==> src/rtl/core/vtte_pkg.sv <==
// Shared types, character codes and status codes of the text expander.
`timescale 1ns / 1ps
package vtte_pkg;

	localparam int NAME_W  = 56;
	localparam int LEN_W   = 3;
	localparam int CHAR_W  = 8;
	localparam int LIMIT_W = 13;
	localparam int COUNT_W = 12;

	localparam logic [LIMIT_W-1:0] LIMIT_RESET = 13'd256;
	localparam logic [LIMIT_W-1:0] LIMIT_MAX   = 13'd4096;
	localparam logic [COUNT_W-1:0] CAP_MAX     = 12'd4095;

	localparam logic [CHAR_W-1:0] CH_DOLLAR = 8'h24;
	localparam logic [CHAR_W-1:0] CH_LBRACE = 8'h7B;
	localparam logic [CHAR_W-1:0] CH_RBRACE = 8'h7D;
	localparam logic [CHAR_W-1:0] CH_SPACE  = 8'h20;
	localparam logic [CHAR_W-1:0] CH_TILDE  = 8'h7E;
	localparam logic [CHAR_W-1:0] CH_N      = 8'h6E;
	localparam logic [CHAR_W-1:0] CH_I      = 8'h69;
	localparam logic [CHAR_W-1:0] CH_L      = 8'h6C;

	typedef enum logic [2:0] {
		ST_OK        = 3'd0,
		ST_BAD_NAME  = 3'd1,
		ST_BAD_VALUE = 3'd2,
		ST_FULL      = 3'd3,
		ST_NAME_LONG = 3'd4,
		ST_TRUNC     = 3'd5
	} status_t;

	typedef enum logic [1:0] {
		MODE_TEXT   = 2'd0,
		MODE_DOLLAR = 2'd1,
		MODE_BARE   = 2'd2,
		MODE_BRACED = 2'd3
	} mode_t;

	typedef enum logic [2:0] {
		EM_CHAR      = 3'd0,
		EM_VAL       = 3'd1,
		EM_NIL       = 3'd2,
		EM_TEXT_DONE = 3'd3,
		EM_SET_DONE  = 3'd4
	} emit_sel_t;

	typedef struct packed {
		logic      accept;
		logic      scan_clr;
		logic      scan_step;
		logic      k_clr;
		logic      k_inc;
		logic      rd_val;
		logic      rd_stg;
		logic      wr_val;
		logic      commit_slot;
		logic      delete_slot;
		logic      set_mode;
		mode_t     mode_val;
		logic      append;
		logic      clr_ref;
		logic      set_trunc;
		logic      emit;
		emit_sel_t emit_sel;
		logic      text_clear;
		logic      stage_clear;
		logic      set_status;
		status_t   status_val;
		logic      finish;
	} ctl_cmd_t;

	typedef struct packed {
		logic  is_expand;
		logic  fin;
		logic  aborted;
		logic  trunc;
		mode_t mode;
		logic  c_dollar;
		logic  c_lbrace;
		logic  c_name_bare;
		logic  c_name_braced;
		logic  full;
		logic  ref_empty;
		logic  scan_last;
		logic  found_v;
		logic  empty_v;
		logic  is_nil;
		logic  name_bad;
		logic  value_bad;
		logic  k_last_val;
		logic  k_last_stg;
		logic  k_last_nil;
		logic  can_emit;
		logic  hold_v;
		logic  out_free;
	} dp_sts_t;

	typedef struct packed {
		logic [CHAR_W-1:0]  ch;
		logic               cv;
		status_t            st;
		logic               td;
		logic [COUNT_W-1:0] cnt;
	} res_t;

endpackage

==> src/rtl/core/vtte_ctrl.sv <==
// Sequencing state machine of the text expander.
`timescale 1ns / 1ps
module vtte_ctrl (
	input  logic               clk,
	input  logic               arst_n,
	input  logic               in_valid,
	output logic               in_ready,
	input  logic               command,
	input  logic               final_req,
	input  vtte_pkg::dp_sts_t  sts,
	output vtte_pkg::ctl_cmd_t cmd
);

	typedef enum logic [16:0] {
		S_IDLE  = 17'b00000000000000001,
		S_DEC   = 17'b00000000000000010,
		S_TOP   = 17'b00000000000000100,
		S_SCAN  = 17'b00000000000001000,
		S_STAIL = 17'b00000000000010000,
		S_RSEL  = 17'b00000000000100000,
		S_RRD   = 17'b00000000001000000,
		S_REM   = 17'b00000000010000000,
		S_NIL   = 17'b00000000100000000,
		S_FIN   = 17'b00000001000000000,
		S_DONE  = 17'b00000010000000000,
		S_SCHK  = 17'b00000100000000000,
		S_SDEC  = 17'b00001000000000000,
		S_SRD   = 17'b00010000000000000,
		S_SWR   = 17'b00100000000000000,
		S_SDONE = 17'b01000000000000000,
		S_END   = 17'b10000000000000000
	} state_t;

	typedef enum logic [1:0] {
		RET_TOP  = 2'd0,
		RET_FIN  = 2'd1,
		RET_DONE = 2'd2
	} ret_t;

	state_t state_q, state_d;
	ret_t   ret_q, ret_d;
	state_t ret_state;

	always_comb begin
		case (ret_q)
			RET_TOP:  ret_state = S_TOP;
			RET_FIN:  ret_state = S_FIN;
			default:  ret_state = S_DONE;
		endcase
	end

	assign in_ready = (state_q == S_IDLE);

	always_comb begin
		cmd     = '0;
		state_d = state_q;
		ret_d   = ret_q;
		unique case (state_q)
			S_IDLE: begin
				if (in_valid) begin
					cmd.accept = 1'b1;
					if (command) begin
						state_d = S_DEC;
					end else if (final_req) begin
						state_d = S_SCHK;
					end
				end
			end
			S_DEC: begin
				if (sts.aborted || sts.trunc) begin
					state_d = S_FIN;
				end else if (sts.mode == vtte_pkg::MODE_TEXT) begin
					state_d = S_TOP;
				end else if ((sts.mode == vtte_pkg::MODE_DOLLAR) && sts.c_lbrace) begin
					cmd.set_mode = 1'b1;
					cmd.mode_val = vtte_pkg::MODE_BRACED;
					state_d      = S_FIN;
				end else if (sts.mode == vtte_pkg::MODE_BRACED) begin
					if (sts.c_name_braced) begin
						cmd.append = 1'b1;
						state_d    = S_FIN;
					end else begin
						cmd.scan_clr = 1'b1;
						ret_d        = RET_FIN;
						state_d      = S_SCAN;
					end
				end else begin
					cmd.set_mode = 1'b1;
					cmd.mode_val = vtte_pkg::MODE_BARE;
					if (sts.c_name_bare) begin
						cmd.append = 1'b1;
						state_d    = S_FIN;
					end else begin
						cmd.scan_clr = 1'b1;
						ret_d        = RET_TOP;
						state_d      = S_SCAN;
					end
				end
			end
			S_TOP: begin
				if (sts.aborted || sts.trunc) begin
					state_d = S_FIN;
				end else if (sts.full) begin
					cmd.set_trunc = 1'b1;
					state_d       = S_FIN;
				end else if (sts.c_dollar) begin
					cmd.set_mode = 1'b1;
					cmd.mode_val = vtte_pkg::MODE_DOLLAR;
					state_d      = S_FIN;
				end else if (sts.can_emit) begin
					cmd.emit     = 1'b1;
					cmd.emit_sel = vtte_pkg::EM_CHAR;
					state_d      = S_FIN;
				end
			end
			S_SCAN: begin
				cmd.scan_step = 1'b1;
				if (sts.scan_last) begin
					state_d = S_STAIL;
				end
			end
			S_STAIL: begin
				state_d = sts.is_expand ? S_RSEL : S_SDEC;
			end
			S_RSEL: begin
				cmd.k_clr = 1'b1;
				state_d   = (sts.found_v && !sts.ref_empty) ? S_RRD : S_NIL;
			end
			S_RRD: begin
				if (sts.full) begin
					cmd.set_trunc = 1'b1;
					cmd.clr_ref   = 1'b1;
					state_d       = ret_state;
				end else begin
					cmd.rd_val = 1'b1;
					state_d    = S_REM;
				end
			end
			S_REM: begin
				if (sts.can_emit) begin
					cmd.emit     = 1'b1;
					cmd.emit_sel = vtte_pkg::EM_VAL;
					cmd.k_inc    = 1'b1;
					if (sts.k_last_val) begin
						cmd.clr_ref = 1'b1;
						state_d     = ret_state;
					end else begin
						state_d = S_RRD;
					end
				end
			end
			S_NIL: begin
				if (sts.full) begin
					cmd.set_trunc = 1'b1;
					cmd.clr_ref   = 1'b1;
					state_d       = ret_state;
				end else if (sts.can_emit) begin
					cmd.emit     = 1'b1;
					cmd.emit_sel = vtte_pkg::EM_NIL;
					cmd.k_inc    = 1'b1;
					if (sts.k_last_nil) begin
						cmd.clr_ref = 1'b1;
						state_d     = ret_state;
					end
				end
			end
			S_FIN: begin
				if (!sts.fin) begin
					state_d = S_END;
				end else if (!sts.aborted && !sts.trunc &&
				             (sts.mode != vtte_pkg::MODE_TEXT)) begin
					cmd.scan_clr = 1'b1;
					ret_d        = RET_DONE;
					state_d      = S_SCAN;
				end else begin
					state_d = S_DONE;
				end
			end
			S_DONE: begin
				if (sts.can_emit) begin
					cmd.emit       = 1'b1;
					cmd.emit_sel   = vtte_pkg::EM_TEXT_DONE;
					cmd.text_clear = 1'b1;
					state_d        = S_END;
				end
			end
			S_SCHK: begin
				cmd.set_status = 1'b1;
				if (sts.name_bad) begin
					cmd.status_val = vtte_pkg::ST_BAD_NAME;
					state_d        = S_SDONE;
				end else if (sts.value_bad) begin
					cmd.status_val = vtte_pkg::ST_BAD_VALUE;
					state_d        = S_SDONE;
				end else begin
					cmd.status_val = vtte_pkg::ST_OK;
					cmd.scan_clr   = 1'b1;
					state_d        = S_SCAN;
				end
			end
			S_SDEC: begin
				if (!sts.found_v && !sts.empty_v) begin
					cmd.set_status = 1'b1;
					cmd.status_val = vtte_pkg::ST_FULL;
					state_d        = S_SDONE;
				end else if (sts.is_nil) begin
					cmd.delete_slot = 1'b1;
					state_d         = S_SDONE;
				end else begin
					cmd.k_clr = 1'b1;
					state_d   = S_SRD;
				end
			end
			S_SRD: begin
				cmd.rd_stg = 1'b1;
				state_d    = S_SWR;
			end
			S_SWR: begin
				cmd.wr_val = 1'b1;
				cmd.k_inc  = 1'b1;
				if (sts.k_last_stg) begin
					cmd.commit_slot = 1'b1;
					state_d         = S_SDONE;
				end else begin
					state_d = S_SRD;
				end
			end
			S_SDONE: begin
				if (sts.can_emit) begin
					cmd.emit        = 1'b1;
					cmd.emit_sel    = vtte_pkg::EM_SET_DONE;
					cmd.stage_clear = 1'b1;
					state_d         = S_END;
				end
			end
			S_END: begin
				if (!sts.hold_v) begin
					state_d = S_IDLE;
				end else if (sts.out_free) begin
					cmd.finish = 1'b1;
					state_d    = S_IDLE;
				end
			end
			default: begin
				state_d = S_IDLE;
			end
		endcase
	end

	always_ff @(posedge clk or negedge arst_n) begin
		if (!arst_n) begin
			state_q <= S_IDLE;
			ret_q   <= RET_TOP;
		end else begin
			state_q <= state_d;
			ret_q   <= ret_d;
		end
	end

endmodule

==> config.mk <==
export PLATFORM = sky130hd
export DESIGN_NAME = vtte_ctrl
export DESIGN_NICKNAME = d
export VERILOG_FILES = /design/src/rtl/core/vtte_pkg.sv /design/src/rtl/core/vtte_ctrl.sv
export SDC_FILE = /design/constraint.sdc
export NUM_CORES = 1
export LEC_CHECK = 0
export ABC_AREA = 1
export BUFFER_PORTS_ARGS = -buffer_cell sky130_fd_sc_hd__buf_2
export CORE_MARGIN = 4
export CORE_UTILIZATION = 44
export DETAILED_ROUTE_END_ITERATION = 10
export PLACE_DENSITY = 0.76
export SLEW_MARGIN = 30
export SYNTH_ARGS = -nofsm -noshare
export SYNTH_HDL_FRONTEND = slang
export SYNTH_SLANG_ARGS = --single-unit
==> constraint.sdc <==
create_clock -name clk -period 1.7 [get_ports clk]
set_input_delay 0 -clock clk [delete_from_list [all_inputs] [get_ports clk]]
set_output_delay 0 -clock clk [all_outputs]
set_load 0.05 [all_outputs]
Yosys cells after proc, flatten, opt, wreduce, memory -nomap -nowiden. Index checks and enable logic that the tools add are counted.

Bits in registers: 19. Input bits: 29. Output and inout bits: 28. Word-level logic and storage cells: 168.

Equality and inequality tests: 36. Mux-type cells: 112. Reduce and logical (&&, ||, !) cells: 18.

Operators with widths (count): $mux W17 (24); $pmux W17 S16 (1); $mux W16 (3); $mux W1 (40); $mux W4 (10); $mux W2 (12); $pmux W11 S2 (1); $mux W10 (2); $pmux W4 S5 (1); $eq A17 B1 Y1 const B (1); $eq A17 B10 Y1 const B (1); $eq A17 B11 Y1 const B (1); $eq A17 B12 Y1 const B (1); $eq A17 B13 Y1 const B (1); $eq A17 B14 Y1 const B (1); $eq A17 B15 Y1 const B (1); $eq A17 B16 Y1 const B (1); $eq A17 B17 Y1 const B (1); $eq A17 B2 Y1 const B (1); $eq A17 B3 Y1 const B (1); $eq A17 B4 Y1 const B (1); $eq A17 B5 Y1 const B (1); $eq A17 B6 Y1 const B (1); $eq A17 B7 Y1 const B (1); 27 further kinds (57).

Depth between registers and ports, before layout.
Depth after elaboration: 6. Gate-level depth with buffers: 13. Gate-level depth less buffers: 12.

Worst setup path after synthesis. Ideal clock, no wire load.

Kind: register to output. From: register state_q[10]. To: output cmd[12] in the netlist's numbering. Arrival: 2249 ps. Slack: -549 ps. Cell stages (with the launch flop): 9. Buffers on the path: 1. Cells stage by stage: dfrtp_1 -> nor2_4 -> nand2_4 -> nor2_4 -> buf_12 -> nand3_2 -> nand2_1 -> nand2_1 -> o21ai_0.

RTL lines: start, declared (line vtte_ctrl.sv:40) `state_t state_q, state_d;`; start signal, assigned (line vtte_ctrl.sv:255) `state_q <= state_d;`; end, declared (line vtte_ctrl.sv:11) `output vtte_pkg::ctl_cmd_t cmd`.

==> impl_summary.md <==
Run status
The flow ran to the end, but the final reports show violations. The checks that failed: setup timing.

STA
Setup repair after global routing could not meet its margin everywhere. The final max-slew violation count came to 0. For the finished layout, the period the worst path requires is 2030 ps. After layout, the worst setup slack is -328 ps. The setup skew after layout is 7.68 ps. The final number of hold-violating endpoints is 0. After layout, the worst path uses 119% of the clock period.

The setup TNS is -8070 ps. The maximum achievable frequency is 0.493 GHz. Setup violations remaining at the end of the flow were counted as 41.

Global route
The largest net degree at the start of global routing is 20. The number of global-route vias before repair is 2,437. The first-pass GRT wire length is 11,100 um. The met1 track utilization from global routing is 30.4%. In this run the most used layer during global routing was met2.

The initial antenna violation count is 0. For this run the aggregate overflow at the end of global routing stands at 0. For this run, the total global-route usage over all layers was measured as 26.1%.

For this run, global-route usage on met2 was measured as 46.3%. The met3 track demand over resource is 4.73%.

Die
Measured along the y axis, the die boundary spans 74.2 um. The placeable core area is 0.00412 mm^2. The width of the die is 74.2 um. The area of the die is 0.00551 mm^2. The starting density of the core is 46.9%.

Row generation in the floorplan step produced 23 rows. The number of top-level pins is 57.

Logic synthesis
The average instance area after synthesis is 6.72 um^2. In the synthesized netlist, the number of instances is 287. For this run, the register share of the synthesized area comes to 24.7%. The count of distinct cell types in the synthesized netlist is 35. For this run, the number of Yosys warnings is 0.

The main flop type after synthesis is sky130_fd_sc_hd__dfrtp_1. Yosys mapped a number of flops with a built-in enable equal to 0. The area of the mapped netlist is 0.00193 mm^2. Synthesis produced a netlist with a net count of 319. The post-synthesis async set-or-reset flop share is 100%.

The flip-flop and latch count after synthesis is 19.

Route
The DRC marker count from the first detailed-route iteration is 244. For this run, design rule violations remaining after detail routing come to 0. The via-per-instance ratio is 5.69. The number of nets with antenna violations after detailed routing is 0.

For this run, the detailed router's first-pass iteration total came to 5. The routed layout has 2,582 vias. The total length of routed wires is 8560 um. The average detailed-routed wire length per instance is 18.9 um.

Layout
The post-route netlist has 60.4% of its cells at a drive strength greater than 1. The total inserted antenna cells is 0. The layout net count is 437. After routing the design area is 0.00357 mm^2. The area growth from synthesis to layout is 84.8%. Excluding fillers, the count of instances in the completed layout stands at 454.

Power and ir drop
The net switching power of the design is 2.40 mW. For this design the static power due to leakage is 1.83 nW. Net switching is 53.4% of the power.

The cell-internal power is 2.10 mW. The combinational group share of total power is 77.9%. The peak supply drop is 2140 uV.

The relative contribution of the clock network to total power is 7.9%. The areal power density over the cells is 1260 mW/mm^2. The total power after layout is 4.50 mW.

The sequential group share of total power is 14.2%.

Clocking
The number of buffers created by CTS is 3. For the worst-skew pair, the clock arrives at the later sink with an insertion delay of 270 ps. The largest buffer count on any clock path is 2.

TritonCTS built the clock tree. In this run the clock root is driven by a sky130_fd_sc_hd__clkbuf_8. The clock net in this run drives a total of 19 sinks. The clock slew seen by the registers of the worst setup and hold paths is 80 ps. The total number of H-tree levels is 1.

Worst setup path
The type of origin of the critical path is a flip-flop. The element type at the critical path end is an output port. Data on the critical path arrives at its endpoint at 2030 ps. The required time of the critical path is 1700 ps. In this run the worst path has a maximum fanout of 5.

Across all register-to-register paths, the minimum setup slack is -280 ps. The type of the worst setup path is flip-flop to output port.

Place
In this run, placement finished with an instance count of 422. Once detailed placement completed, the half-perimeter wirelength came to 4600 um. The final estimated routing congestion in global placement is 0.956.

The cell area reported after detailed placement is 0.00256 mm^2. During placement, the flow inserted port buffers numbering 55.

Worst hold path
The path class of the tightest hold or removal check is input port to flip-flop.

Flow run
The number of max-cap violations is 0.
## power by group through the flow
stage / Combinational, mW / Sequential [mW] / Clock [mW]
after floorplan: 1.71 / 0.602 / 0
after global placement: 2.15 / 0.613 / 0
after detailed placement: 2.20 / 0.620 / 0
after CTS: 2.90 / 0.622 / 0.352
after global routing: 3.70 / 0.643 / 0.367
final: 3.51 / 0.639 / 0.354
## worst paths after layout
check                             from     endpoint  cells after the start
max reg2reg                state_q[13]   state_q[7]                     11
min                             sts[0]  state_q[16]                      4
max                        state_q[13]      cmd[12]                      9
min reg2reg                   ret_q[0]     ret_q[0]                      2
max in group asynchronous       arst_n   state_q[9]                      2
min in group asynchronous       arst_n   state_q[3]                      2
## synth_stat cells, types with 2 or more instances
cell	n	area, um^2
sky130_fd_sc_hd__nand3_1	27	135
sky130_fd_sc_hd__nand4_1	9	56.3
sky130_fd_sc_hd__nand3b_1	2	15.0
sky130_fd_sc_hd__inv_1	53	199
sky130_fd_sc_hd__nor2_1	38	143
sky130_fd_sc_hd__dfrtp_1	18	450
sky130_fd_sc_hd__nand3_2	6	60.1
sky130_fd_sc_hd__nor2_8	2	40.0
sky130_fd_sc_hd__o31ai_1	3	22.5
sky130_fd_sc_hd__ha_1	3	37.5
sky130_fd_sc_hd__nand2_4	5	56.3
sky130_fd_sc_hd__o21ai_1	3	15.0
sky130_fd_sc_hd__nor2_2	14	87.6
sky130_fd_sc_hd__buf_4	2	15.0
sky130_fd_sc_hd__a21oi_1	3	15.0
sky130_fd_sc_hd__nor3_1	9	45.0
sky130_fd_sc_hd__o21ai_0	6	30.0
sky130_fd_sc_hd__nand2_2	7	43.8
sky130_fd_sc_hd__nand2_1	53	199
sky130_fd_sc_hd__inv_2	3	11.3
sky130_fd_sc_hd__nor2_4	7	78.8
## placed cells by master, fill, tap and decap left out, drive strengths merged
cell / synthesis / layout
nor3: 10 / 10
dfrtp: 18 / 18
o21bai: 1 / 1
clkinvlp: 0 / 1
ha: 3 / 3
o21ai: 10 / 10
nor2: 61 / 62
inv: 56 / 57
clkinv: 2 / 1
buf: 3 / 111
nand2: 66 / 66
dfstp: 1 / 1
nand3b: 3 / 3
clkbuf: 0 / 3
o32ai: 1 / 1
dlygate4sd3: 0 / 4
a21oi: 3 / 3
nand4: 10 / 10
nand3: 34 / 34
o31ai: 3 / 3
conb: 1 / 1
a31oi: 1 / 1
## final cells by class
cell class	instances	area (um^2)
timing repair buffer	115	1040
inverter	58	240
fill	174	549
tap	50	62.6
sequential	19	480
clock buffer	3	41.3
multi-input combinational	208	1700
clock inverter	1	7.51
## critical path, cell delays in order (launching register included)
cell	delay (ps)
sky130_fd_sc_hd__dfrtp_1	420
sky130_fd_sc_hd__nor2_2	200
sky130_fd_sc_hd__nand2_2	110
sky130_fd_sc_hd__nor2_4	240
sky130_fd_sc_hd__buf_6	190
sky130_fd_sc_hd__nand2_8	70
sky130_fd_sc_hd__inv_6	90
sky130_fd_sc_hd__nand3_1	140
sky130_fd_sc_hd__o21ai_4	120
sky130_fd_sc_hd__buf_6	180
## flip-flops by register name, indices dropped and copies added (netlist names)
name / flops
state_q: 17
ret_q: 2
## cells by family (layout without fill, tap and decap cells)
kind of cell / Yosys count / in the layout / share of synthesized area [%]
flip-flops: 19 / 19 / 24.7
buffers and inverters: 61 / 177 / 13.2
adder cells (fa/ha/maj): 3 / 3 / 1.95
other: 1 / 1 / 0.194
AO/OA/AOI/OAI: 19 / 19 / 6.10
AND/OR/NAND/NOR: 184 / 185 / 53.9
## stage by stage
stage / worst slack, ps / hold slack, ps / util (%)
detailed placement: -81.1 / -10.7 / 62.2
finish: -328 / 73.8 / 86.7
CTS: -176 / 33.1 / 77.2
global placement: -48.9 / -22.2 / 62.2
global route: -374 / 87.2 / 86.7
floorplan: -387 / -296 / -
## repair_timing
| action | 4_1_cts | 5_1_grt |
|---|---|---|
| gates cloned | 1 | 0 |
| hold buffers | 4 | 0 |
| pin swaps | 23 | 32 |
| buffers inserted | 12 | 11 |
| endpoints found under the setup margin | 38 | 41 |
| resized for setup | 119 | 75 |
| endpoints found under the hold margin | 22 | 0 |
## routing by layer
layer	share of wire, %	wire length, um
met3	7.8	665
met2	51	4330
met1	35	3020
met5	0	0
met4	6.4	546
No activity file was read; power rests on OpenSTA's default activity.
